--- src/rtl/pst_pkg.sv ---
`default_nettype none
// ----------------------------------------------------------------------------
// Tokenizer package
// Shared types, token kind codes and scan modes for the tokenizer.
// ----------------------------------------------------------------------------
package pst_pkg;

    localparam int LexemeLimit = 127;
    localparam int OffsetWidth = 24;
    localparam int LineWidth   = 16;
    localparam int FifoDepth   = 4;

    typedef enum logic [3:0] {
        M_IDLE, M_IDENT, M_INT, M_INT_DOT, M_FRAC, M_COLON, M_LESS,
        M_GREATER, M_LPAREN, M_BRACE, M_PCOM, M_PSTAR
    } t_mode;

    localparam logic [4:0] K_EOF     = 5'd0;
    localparam logic [4:0] K_IDENT   = 5'd12;
    localparam logic [4:0] K_NUMBER  = 5'd13;
    localparam logic [4:0] K_ASSIGN  = 5'd14;
    localparam logic [4:0] K_NE      = 5'd15;
    localparam logic [4:0] K_LE      = 5'd16;
    localparam logic [4:0] K_GE      = 5'd17;
    localparam logic [4:0] K_COLON   = 5'd18;
    localparam logic [4:0] K_LT      = 5'd19;
    localparam logic [4:0] K_GT      = 5'd20;
    localparam logic [4:0] K_SEMI    = 5'd21;
    localparam logic [4:0] K_DOT     = 5'd22;
    localparam logic [4:0] K_COMMA   = 5'd23;
    localparam logic [4:0] K_EQ      = 5'd24;
    localparam logic [4:0] K_PLUS    = 5'd25;
    localparam logic [4:0] K_MINUS   = 5'd26;
    localparam logic [4:0] K_STAR    = 5'd27;
    localparam logic [4:0] K_SLASH   = 5'd28;
    localparam logic [4:0] K_OTHER   = 5'd29;

    localparam logic [1:0] SIDE_NONE  = 2'd0;
    localparam logic [1:0] SIDE_LEFT  = 2'd1;
    localparam logic [1:0] SIDE_RIGHT = 2'd2;

    // One token record; offsets and lines are carried at their maximum widths.
    typedef struct packed {
        logic [4:0]  kind;
        logic [1:0]  side;
        logic [31:0] line;
        logic [31:0] start;
        logic [7:0]  length;
        logic [31:0] ival;
        logic [29:0] fval;
        logic [3:0]  fdig;
        logic        sat;
        logic        last;
    } t_token;

    function automatic logic [4:0] keyword_kind(input logic [55:0] w, input logic [7:0] len);
        logic [4:0] k;
        k = K_IDENT;
        case (len)
            8'd2: begin
                if (w[15:0] == "if") k = 5'd7;
                else if (w[15:0] == "do") k = 5'd11;
            end
            8'd3: begin
                if (w[23:0] == "var") k = 5'd2;
                else if (w[23:0] == "end") k = 5'd6;
            end
            8'd4: begin
                if (w[31:0] == "real") k = 5'd4;
                else if (w[31:0] == "then") k = 5'd8;
                else if (w[31:0] == "else") k = 5'd9;
            end
            8'd5: begin
                if (w[39:0] == "begin") k = 5'd5;
                else if (w[39:0] == "while") k = 5'd10;
            end
            8'd7: begin
                if (w == "program") k = 5'd1;
                else if (w == "integer") k = 5'd3;
            end
            default: k = K_IDENT;
        endcase
        return k;
    endfunction

endpackage
`default_nettype wire

--- src/rtl/pascal_subset_tokenizer.sv ---
`default_nettype none
// ----------------------------------------------------------------------------
// Pascal subset tokenizer
// Turns a stream of source bytes into tokens with position and value.
// ----------------------------------------------------------------------------
// One source byte is taken per cycle whenever the token queue has room for three
// more tokens; the scanner classifies the byte in the same cycle and writes up to
// three tokens into a four-entry queue, which delivers one token per pop.
module pascal_subset_tokenizer #(
    parameter int LEXEME_LIMIT = pst_pkg::LexemeLimit,
    parameter int OFFSET_WIDTH = pst_pkg::OffsetWidth,
    parameter int LINE_WIDTH   = pst_pkg::LineWidth
) (
    input  wire logic        i_clk,
    input  wire logic        i_rst_n,
    input  wire logic        push,
    output logic             full,
    input  wire logic [7:0]  i_char_byte,
    output logic             empty,
    input  wire logic        pop,
    output logic [4:0]       o_token_kind,
    output logic [1:0]       o_paren_side,
    output logic [LINE_WIDTH-1:0] o_line_number,
    output logic [OFFSET_WIDTH-1:0] o_start_offset,
    output logic [6:0]       o_lexeme_length,
    output logic [31:0]      o_integer_value,
    output logic [29:0]      o_fraction_value,
    output logic [3:0]       o_fraction_digits,
    output logic             o_value_saturated,
    output logic             o_last_of_run
);
    import pst_pkg::*;

    t_token     tok [3];
    t_token     head;
    logic [1:0] cnt, wcnt;
    logic       take;

    assign take = push && !full;
    assign wcnt = take ? cnt : 2'd0;

    pst_scan #(
        .LEXEME_LIMIT(LEXEME_LIMIT), .OFFSET_WIDTH(OFFSET_WIDTH), .LINE_WIDTH(LINE_WIDTH)
    ) u_scan (
        .i_clk(i_clk), .i_rst_n(i_rst_n), .i_take(take), .i_char(i_char_byte),
        .o_tok(tok), .o_count(cnt)
    );

    pst_fifo #(.DEPTH(FifoDepth)) u_fifo (
        .i_clk(i_clk), .i_rst_n(i_rst_n), .i_count(wcnt), .i_tok(tok), .i_pop(pop),
        .o_head(head), .o_empty(empty), .o_full(full)
    );

    assign o_token_kind      = head.kind;
    assign o_paren_side      = head.side;
    assign o_line_number     = LINE_WIDTH'(head.line);
    assign o_start_offset    = OFFSET_WIDTH'(head.start);
    assign o_lexeme_length   = head.length[6:0];
    assign o_integer_value   = head.ival;
    assign o_fraction_value  = head.fval;
    assign o_fraction_digits = head.fdig;
    assign o_value_saturated = head.sat;
    assign o_last_of_run     = head.last;

    a_eof_last: assert property (@(posedge i_clk) disable iff (!i_rst_n)
        !empty && o_token_kind == K_EOF |-> o_last_of_run) else $error("eof not last");
    a_eof_len: assert property (@(posedge i_clk) disable iff (!i_rst_n)
        !empty && o_token_kind == K_EOF |-> o_lexeme_length == 7'd0) else $error("eof length");
    a_side: assert property (@(posedge i_clk) disable iff (!i_rst_n)
        !empty && o_token_kind != K_OTHER |-> o_paren_side == SIDE_NONE)
        else $error("paren side");

endmodule
`default_nettype wire

--- src/rtl/pst_scan.sv ---
`default_nettype none
// ----------------------------------------------------------------------------
// Tokenizer scanner
// Front part: takes one byte per transfer and produces up to three tokens.
// ----------------------------------------------------------------------------
module pst_scan #(
    parameter int LEXEME_LIMIT = pst_pkg::LexemeLimit,
    parameter int OFFSET_WIDTH = pst_pkg::OffsetWidth,
    parameter int LINE_WIDTH   = pst_pkg::LineWidth
) (
    input  wire logic          i_clk,
    input  wire logic          i_rst_n,
    input  wire logic          i_take,
    input  wire logic [7:0]    i_char,
    output pst_pkg::t_token    o_tok [3],
    output logic [1:0]         o_count
);
    import pst_pkg::*;

    localparam int LenW = 8;
    localparam logic [LenW-1:0] Limit = LenW'(LEXEME_LIMIT);
    localparam logic [LINE_WIDTH-1:0] LineMax = '1;

    t_mode                  r_mode, n_mode;
    logic [LINE_WIDTH-1:0]  r_line, n_line, r_tline, n_tline;
    logic [OFFSET_WIDTH-1:0] r_pos, n_pos, r_tstart, n_tstart;
    logic [LenW-1:0]        r_len, n_len;
    logic [55:0]            r_kw, n_kw;
    logic [31:0]            r_iacc, n_iacc;
    logic [29:0]            r_facc, n_facc;
    logic [3:0]             r_fcnt, n_fcnt;
    logic                   r_ovf, n_ovf;

    logic       letter, digit, consumed;
    logic [3:0] dval;
    logic [35:0] imul;
    t_token     tk [3];
    logic [1:0] cnt;
    t_token     cur, word_tok, num_tok;

    assign letter = (i_char >= "a" && i_char <= "z") || (i_char >= "A" && i_char <= "Z")
                    || i_char == "_";
    assign digit  = i_char >= "0" && i_char <= "9";
    assign dval   = 4'(i_char - 8'd48);
    assign imul   = {r_iacc, 3'b000} + {2'b00, r_iacc, 1'b0} + 36'(dval);

    always_comb begin
        cur = '0;
        cur.line   = 32'(r_tline);
        cur.start  = 32'(r_tstart);
        cur.length = r_len;
        word_tok = cur;
        word_tok.kind = keyword_kind(r_kw, r_len);
        num_tok = cur;
        num_tok.kind = K_NUMBER;
        num_tok.ival = r_iacc;
        num_tok.fval = r_facc;
        num_tok.fdig = r_fcnt;
        num_tok.sat  = r_ovf;
    end

    function automatic t_token mk(input logic [4:0] k, input logic [1:0] s,
                                  input logic [31:0] ln, input logic [31:0] st,
                                  input logic [7:0] l);
        t_token t;
        t = '0;
        t.kind = k;
        t.side = s;
        t.line = ln;
        t.start = st;
        t.length = l;
        return t;
    endfunction

    always_comb begin
        n_mode = r_mode; n_line = r_line; n_tline = r_tline; n_pos = r_pos;
        n_tstart = r_tstart; n_len = r_len; n_kw = r_kw; n_iacc = r_iacc;
        n_facc = r_facc; n_fcnt = r_fcnt; n_ovf = r_ovf;
        consumed = 1'b0;
        cnt = 2'd0;
        tk[0] = '0; tk[1] = '0; tk[2] = '0;
        case (r_mode)
            M_IDENT: begin
                if (letter || digit) begin
                    if (r_len < Limit) begin
                        if (r_len < 8'd7) n_kw = {r_kw[47:0], i_char};
                        n_len = r_len + 8'd1;
                    end
                    consumed = 1'b1;
                end else begin
                    tk[0] = word_tok; cnt = 2'd1;
                end
            end
            M_INT: begin
                if (digit) begin
                    if (imul[35:32] != 4'd0) begin
                        n_iacc = '1; n_ovf = 1'b1;
                    end else begin
                        n_iacc = imul[31:0];
                    end
                    if (r_len < Limit) n_len = r_len + 8'd1;
                    consumed = 1'b1;
                end else if (i_char == ".") begin
                    n_mode = M_INT_DOT; consumed = 1'b1;
                end else begin
                    tk[0] = num_tok; cnt = 2'd1;
                end
            end
            M_INT_DOT: begin
                if (digit) begin
                    if (r_len + 8'd2 <= Limit) n_len = r_len + 8'd2;
                    else n_len = Limit;
                    if (r_fcnt < 4'd9) begin
                        n_facc = 30'(r_facc * 30'd10) + 30'(dval);
                        n_fcnt = r_fcnt + 4'd1;
                    end else n_ovf = 1'b1;
                    n_mode = M_FRAC; consumed = 1'b1;
                end else begin
                    tk[0] = num_tok;
                    tk[1] = mk(K_DOT, SIDE_NONE, 32'(r_line), 32'(r_pos - 1'b1), 8'd1);
                    cnt = 2'd2;
                end
            end
            M_FRAC: begin
                if (digit) begin
                    if (r_len < Limit) n_len = r_len + 8'd1;
                    if (r_fcnt < 4'd9) begin
                        n_facc = 30'(r_facc * 30'd10) + 30'(dval);
                        n_fcnt = r_fcnt + 4'd1;
                    end else n_ovf = 1'b1;
                    consumed = 1'b1;
                end else begin
                    tk[0] = num_tok; cnt = 2'd1;
                end
            end
            M_COLON: begin
                consumed = i_char == "=";
                tk[0] = mk(consumed ? K_ASSIGN : K_COLON, SIDE_NONE, cur.line, cur.start,
                           consumed ? 8'd2 : 8'd1);
                cnt = 2'd1;
            end
            M_LESS: begin
                consumed = i_char == ">" || i_char == "=";
                tk[0] = mk(i_char == ">" ? K_NE : (i_char == "=" ? K_LE : K_LT), SIDE_NONE,
                           cur.line, cur.start, consumed ? 8'd2 : 8'd1);
                cnt = 2'd1;
            end
            M_GREATER: begin
                consumed = i_char == "=";
                tk[0] = mk(consumed ? K_GE : K_GT, SIDE_NONE, cur.line, cur.start,
                           consumed ? 8'd2 : 8'd1);
                cnt = 2'd1;
            end
            M_LPAREN: begin
                if (i_char == "*") begin
                    n_mode = M_PCOM; consumed = 1'b1;
                end else begin
                    tk[0] = mk(K_OTHER, SIDE_LEFT, cur.line, cur.start, 8'd1);
                    cnt = 2'd1;
                end
            end
            M_BRACE: begin
                if (i_char != 8'd0) begin
                    consumed = 1'b1;
                    if (i_char == "}") n_mode = M_IDLE;
                    else if (i_char == 8'd10 && r_line != LineMax) n_line = r_line + 1'b1;
                end
            end
            M_PCOM, M_PSTAR: begin
                if (i_char != 8'd0) begin
                    consumed = 1'b1;
                    if (r_mode == M_PSTAR && i_char == ")") n_mode = M_IDLE;
                    else if (i_char == "*") n_mode = M_PSTAR;
                    else begin
                        if (i_char == 8'd10 && r_line != LineMax) n_line = r_line + 1'b1;
                        n_mode = M_PCOM;
                    end
                end
            end
            default: consumed = 1'b0;
        endcase

        if (!consumed) begin
            n_mode = M_IDLE;
            if (i_char == 8'd0) begin
                tk[cnt] = mk(K_EOF, SIDE_NONE, 32'(r_line), 32'(r_pos), 8'd0);
                cnt = cnt + 2'd1;
                n_line = LINE_WIDTH'(1); n_tline = LINE_WIDTH'(1); n_tstart = '0;
                n_len = '0; n_kw = '0; n_iacc = '0; n_facc = '0; n_fcnt = '0; n_ovf = 1'b0;
            end else if (i_char == " " || i_char == 8'd9 || i_char == 8'd13) begin
                n_mode = M_IDLE;
            end else if (i_char == 8'd10) begin
                if (r_line != LineMax) n_line = r_line + 1'b1;
            end else if (i_char == "{") begin
                n_mode = M_BRACE;
            end else if (letter || digit || i_char == ":" || i_char == "<" ||
                         i_char == ">" || i_char == "(") begin
                n_tstart = r_pos; n_tline = r_line; n_len = 8'd1;
                n_kw = '0; n_iacc = '0; n_facc = '0; n_fcnt = '0; n_ovf = 1'b0;
                if (letter) begin
                    n_mode = M_IDENT; n_kw = 56'(i_char);
                end else if (digit) begin
                    n_mode = M_INT; n_iacc = 32'(dval);
                end else if (i_char == ":") n_mode = M_COLON;
                else if (i_char == "<") n_mode = M_LESS;
                else if (i_char == ">") n_mode = M_GREATER;
                else n_mode = M_LPAREN;
            end else begin
                tk[cnt] = mk(K_OTHER, SIDE_NONE, 32'(r_line), 32'(r_pos), 8'd1);
                case (i_char)
                    ";": tk[cnt].kind = K_SEMI;
                    ".": tk[cnt].kind = K_DOT;
                    ",": tk[cnt].kind = K_COMMA;
                    "=": tk[cnt].kind = K_EQ;
                    "+": tk[cnt].kind = K_PLUS;
                    "-": tk[cnt].kind = K_MINUS;
                    "*": tk[cnt].kind = K_STAR;
                    "/": tk[cnt].kind = K_SLASH;
                    ")": tk[cnt].side = SIDE_RIGHT;
                    default: tk[cnt].kind = K_OTHER;
                endcase
                cnt = cnt + 2'd1;
            end
        end
        n_pos = (i_char == 8'd0 && !consumed) ? '0 : r_pos + 1'b1;
        if (cnt != 2'd0) tk[cnt - 2'd1].last = 1'b1;
    end

    always_ff @(posedge i_clk) begin
        if (!i_rst_n) begin
            r_mode <= M_IDLE; r_line <= LINE_WIDTH'(1); r_tline <= LINE_WIDTH'(1);
            r_pos <= '0; r_tstart <= '0; r_len <= '0; r_kw <= '0; r_iacc <= '0;
            r_facc <= '0; r_fcnt <= '0; r_ovf <= 1'b0;
        end else if (i_take) begin
            r_mode <= n_mode; r_line <= n_line; r_tline <= n_tline; r_pos <= n_pos;
            r_tstart <= n_tstart; r_len <= n_len; r_kw <= n_kw; r_iacc <= n_iacc;
            r_facc <= n_facc; r_fcnt <= n_fcnt; r_ovf <= n_ovf;
        end
    end

    assign o_tok   = tk;
    assign o_count = cnt;

endmodule
`default_nettype wire

--- src/rtl/pst_fifo.sv ---
`default_nettype none
// ----------------------------------------------------------------------------
// Token queue
// Accepts up to three tokens in one cycle and releases one per transfer.
// ----------------------------------------------------------------------------
module pst_fifo #(
    parameter int DEPTH = pst_pkg::FifoDepth
) (
    input  wire logic        i_clk,
    input  wire logic        i_rst_n,
    input  wire logic [1:0]  i_count,
    input  wire pst_pkg::t_token i_tok [3],
    input  wire logic        i_pop,
    output pst_pkg::t_token  o_head,
    output logic             o_empty,
    output logic             o_full
);
    import pst_pkg::*;

    localparam int AW = $clog2(DEPTH);

    t_token          r_mem [DEPTH];
    logic [AW-1:0]   r_rd;
    logic [AW:0]     r_used, n_used;
    logic [AW-1:0]   wa [3];

    assign o_empty = r_used == '0;
    // Room must exist for the largest burst of one byte.
    assign o_full  = r_used > (AW+1)'(DEPTH - 3);
    assign o_head  = r_mem[r_rd];
    assign n_used  = r_used + (AW+1)'(i_count) - (AW+1)'(i_pop && !o_empty);

    always_comb begin
        for (int k = 0; k < 3; k++) begin
            wa[k] = AW'(r_rd + AW'(r_used) + AW'(k));
        end
    end

    always_ff @(posedge i_clk) begin
        for (int k = 0; k < 3; k++) begin
            if (2'(k) < i_count) r_mem[wa[k]] <= i_tok[k];
        end
    end

    always_ff @(posedge i_clk) begin
        if (!i_rst_n) begin
            r_rd <= '0;
            r_used <= '0;
        end else begin
            if (i_pop && !o_empty) r_rd <= r_rd + 1'b1;
            r_used <= n_used;
        end
    end

endmodule
`default_nettype wire

--- config.mk ---
export PLATFORM = sky130hd
export DESIGN_NAME = pascal_subset_tokenizer
export DESIGN_NICKNAME = d
export VERILOG_FILES = /design/src/rtl/pst_pkg.sv /design/src/rtl/pascal_subset_tokenizer.sv /design/src/rtl/pst_scan.sv /design/src/rtl/pst_fifo.sv
export SDC_FILE = /design/constraint.sdc
export NUM_CORES = 2
export LEC_CHECK = 0
export ABC_AREA = 0
export BUFFER_PORTS_ARGS = -buffer_cell sky130_fd_sc_hd__buf_2
export CAP_MARGIN = 20
export CELL_PAD_IN_SITES_DETAIL_PLACEMENT = 0
export CELL_PAD_IN_SITES_GLOBAL_PLACEMENT = 1
export CORE_AREA = 2 2 296 298
export DETAILED_ROUTE_END_ITERATION = 10
export DIE_AREA = 0 0 298 300
export PLACE_DENSITY_LB_ADDON = 0.1
export SKIP_LAST_GASP = 1
export SLEW_MARGIN = 20
export SYNTH_ARGS = -nofsm -noshare
export SYNTH_HDL_FRONTEND = slang
export SYNTH_SLANG_ARGS = --single-unit
--- constraint.sdc ---
create_clock -name i_clk -period 14.1 [get_ports i_clk]
set_input_delay 2.82 -clock i_clk [delete_from_list [all_inputs] [get_ports i_clk]]
set_output_delay 2.82 -clock i_clk [all_outputs]
set_load 0.01 [all_outputs]
==> impl_metrics.env <==
export IMPL_fmax_mhz=123
export IMPL_fin_worst_skew_ps=34.6
export IMPL_power_frac_comb=0.260
export IMPL_seqPwrFrac=0.416
export IMPL_final_cell_area_um2=42800
export IMPL_synth_fp_nets=3820
export IMPL_fin_ws_ps=5980
export IMPL_cts_tree="built"
export IMPL_min_delay_start="u_scan.r_tstart[23]"
export IMPL_final_common_cell="nor2_1"
export IMPL_clock_latency_ps=650
export IMPL_vias=30400
export IMPL_first_pass_iters=6
export IMPL_fin_tns_setup_ps=0
export IMPL_hold_viol=0
export IMPL_multiInputGateArea_um2=18200
export IMPL_fin_nets=3809
export IMPL_cts_sinks=710
export IMPL_syn_to_final_growth_pct=11.1
export IMPL_place_ws_ps=5380
export IMPL_grt_max_degree=80
export IMPL_ff_latch_area_um2=19100
export IMPL_cts_buffers=80
export IMPL_netlist_area_um2=38500
export IMPL_status="finished, final reports clean"
export IMPL_yosys_area_top_type="edfxtp_1"
export IMPL_drtAntennaViolNets=0
export IMPL_p_leak_nw=16.3
export IMPL_crit_required_ps=14450
export IMPL_synth_avg_cell_area_um2=10.5
export IMPL_grt_usage=0.265
export IMPL_power_mw=6.67
export IMPL_fillers=7893
export IMPL_fp_dieArea_um2=89400
export IMPL_cts_hold_buf=0
export IMPL_drt_wl_total_um=120000
export IMPL_rows=108
export IMPL_hold_slack_ps=464
export IMPL_vdd_drop_max_mv=0.112
export IMPL_ios=136
export IMPL_place_area_um2=40000
export IMPL_portBuffers=135
export IMPL_ys_async_sr_fraction=0
export IMPL_p_per_area_nw_per_um2=156
export IMPL_clockBufferDepth=3
export IMPL_synth_cell_types=99
export IMPL_grt_first_pass_wirelength_um=184000
export IMPL_rsz0062_at_grt="false"
export IMPL_grt_pass1_vias=30100
export IMPL_min_to="u_scan.r_tstart[23]"
export IMPL_grt_overflow_total=0
export IMPL_slew_headroom=0.249
export IMPL_setup_viol=0
export IMPL_drt_iter0_drc=2977
export IMPL_drv_cap=0
export IMPL_htreeDepth=3
export IMPL_placedCellCount=4729
export IMPL_swShare=0.325
export IMPL_worst_r2r_endpoint="u_fifo.r_mem[1][92]"
export IMPL_synthFlopType="edfxtp_1"
export IMPL_end_kind="flip-flop"
export IMPL_post_route_period_util=0.576
export IMPL_coreArea_um2=86200
export IMPL_critPathLaunchType="input pin"
export IMPL_report_final_slew_viol_count=0
export IMPL_intPower_mw=4.50
export IMPL_final_cell_mix="nor2_1 (571), edfxtp_1 (488), nand2_1 (327), dfxtp_1 (220), a21oi_1 (183)"
export IMPL_cp_max_fo=51
export IMPL_place_gp_congestion=0.879
export IMPL_post_route_min_period_ps=8120
export IMPL_crit_type="in -> reg"
export IMPL_hold_path_class="reg -> reg"
export IMPL_cts_root_buf="clkbuf_16"
export IMPL_final_core_util=0.496
export IMPL_die_w_um=298
export IMPL_clockPowerShare=0.324
export IMPL_die_h_um=300
export IMPL_drive_gt1_frac=0.134
export IMPL_r2r_start="u_scan.r_mode[0]"
export IMPL_drc_errors=0
export IMPL_tightest_slew_ps=1120
export IMPL_cts_resized=0
export IMPL_cts_setup_buffers=0
export IMPL_initial_core_util=0.447
export IMPL_netlist_top_cells_area="edfxtp_1 (38%), dfxtp_1 (12%), mux4_2 (7.1%)"
export IMPL_synth_seq_cells=710
export IMPL_synth_warning_count=0
export IMPL_synthCells=3669
export IMPL_netlist_area_leader_share=0.381
export IMPL_switching_power_mw=2.17
export IMPL_cp_arrival_ps=8470
export IMPL_cts_clk_slew_worst_paths_ps=60
export IMPL_ys_seq_area_frac=0.496
export IMPL_rrSetupSlack_ps=7880
export IMPL_viasPerCell=6.24
export IMPL_hold_depth=2
export IMPL_synth_edf_count=488
export IMPL_ff2ff_path_depth=11
export IMPL_routedWlPerCell_um=24.6
export IMPL_antenna_found_initial=2
export IMPL_hpwl_um=76100
export IMPL_final_cell_count_no_fill=4880
critical path: stages:
cell	delay, ps
buf_2	430
o21ai_0	210
nand2_1	420
o31a_1	370
nand2_1	200
and3_1	320
ha_1	370
nand3_2	160
a211oi_4	860
nand2_1	570
nand2_4	750
buf_4	690
o221ai_1	260
per-layer routing:
metal	up-vias	track usage	routed length, um
li1	13900	-	-
met1	15100	0.356	51700
met2	1191	0.439	56500
met3	231	0.0410	8120
met4	2	0.0878	3530
met5	-	0	17
worst max-delay path by stage:
stage                        start             endpoint  cells after the start
floorplan           i_char_byte[2]   u_fifo.r_mem[0][0]                     12
global placement    i_char_byte[2]  u_fifo.r_mem[0][11]                     13
detailed placement  i_char_byte[2]  u_fifo.r_mem[1][78]                     13
CTS                 i_char_byte[2]  u_fifo.r_mem[1][78]                     13
global route        i_char_byte[2]  u_fifo.r_mem[1][89]                     13
finish              i_char_byte[2]  u_fifo.r_mem[1][92]                     13
power by group through the flow:
stage | clock network (mW) | registers, mW | logic [mW]
2_1_floorplan | 0 | 2.90 | 1.10
3_3_place_gp | 0 | 2.81 | 1.75
3_5_place_dp | 0 | 2.83 | 1.74
4_1_cts | 2.19 | 2.78 | 1.75
5_1_grt | 2.27 | 2.81 | 1.86
6_report | 2.16 | 2.78 | 1.74
Yosys cell counts (69+ instances only):
library cell / count
nand3_1: 131
edfxtp_1: 488
o21ai_0: 158
nor3_1: 69
a22oi_1: 99
dfxtp_1: 222
clkbuf_1: 184
nor2_1: 578
ha_1: 134
nand2_1: 329
a21oi_1: 184
o221ai_1: 73
mux4_2: 122
flip-flops by register name, indices dropped and copies added (netlist names), 16 cells and up, named ones only:
register and cells:
u_scan.r_kw 56, u_scan.r_pos 24, u_scan.r_tstart 24, u_scan.r_facc 30, u_scan.r_iacc 32, u_scan.r_tline 16, u_scan.r_line 16, u_fifo.r_mem 488
area by class of cell:
type                            instances  share of cell area
Inverter                               40             0.00357
Clock buffer                          112              0.0537
Tap cell                             1155              0.0338
Clock inverter                         36             0.00974
Multi-Input combinational cell       2637               0.427
Sequential cell                       710               0.447
Antenna cell                            1           0.0000585
Timing Repair Buffer                  189              0.0259
logic make-up after synthesis:
logic type,after synthesis,synth area share
flops,710,0.496
simple gates,1375,0.163
buf+inv,322,0.0340
fa+ha+maj,139,0.0461
xor+xnor,110,0.0250
compound gates,883,0.162
mux,130,0.0734
Note: power is estimated with default switching activity, not from simulation.
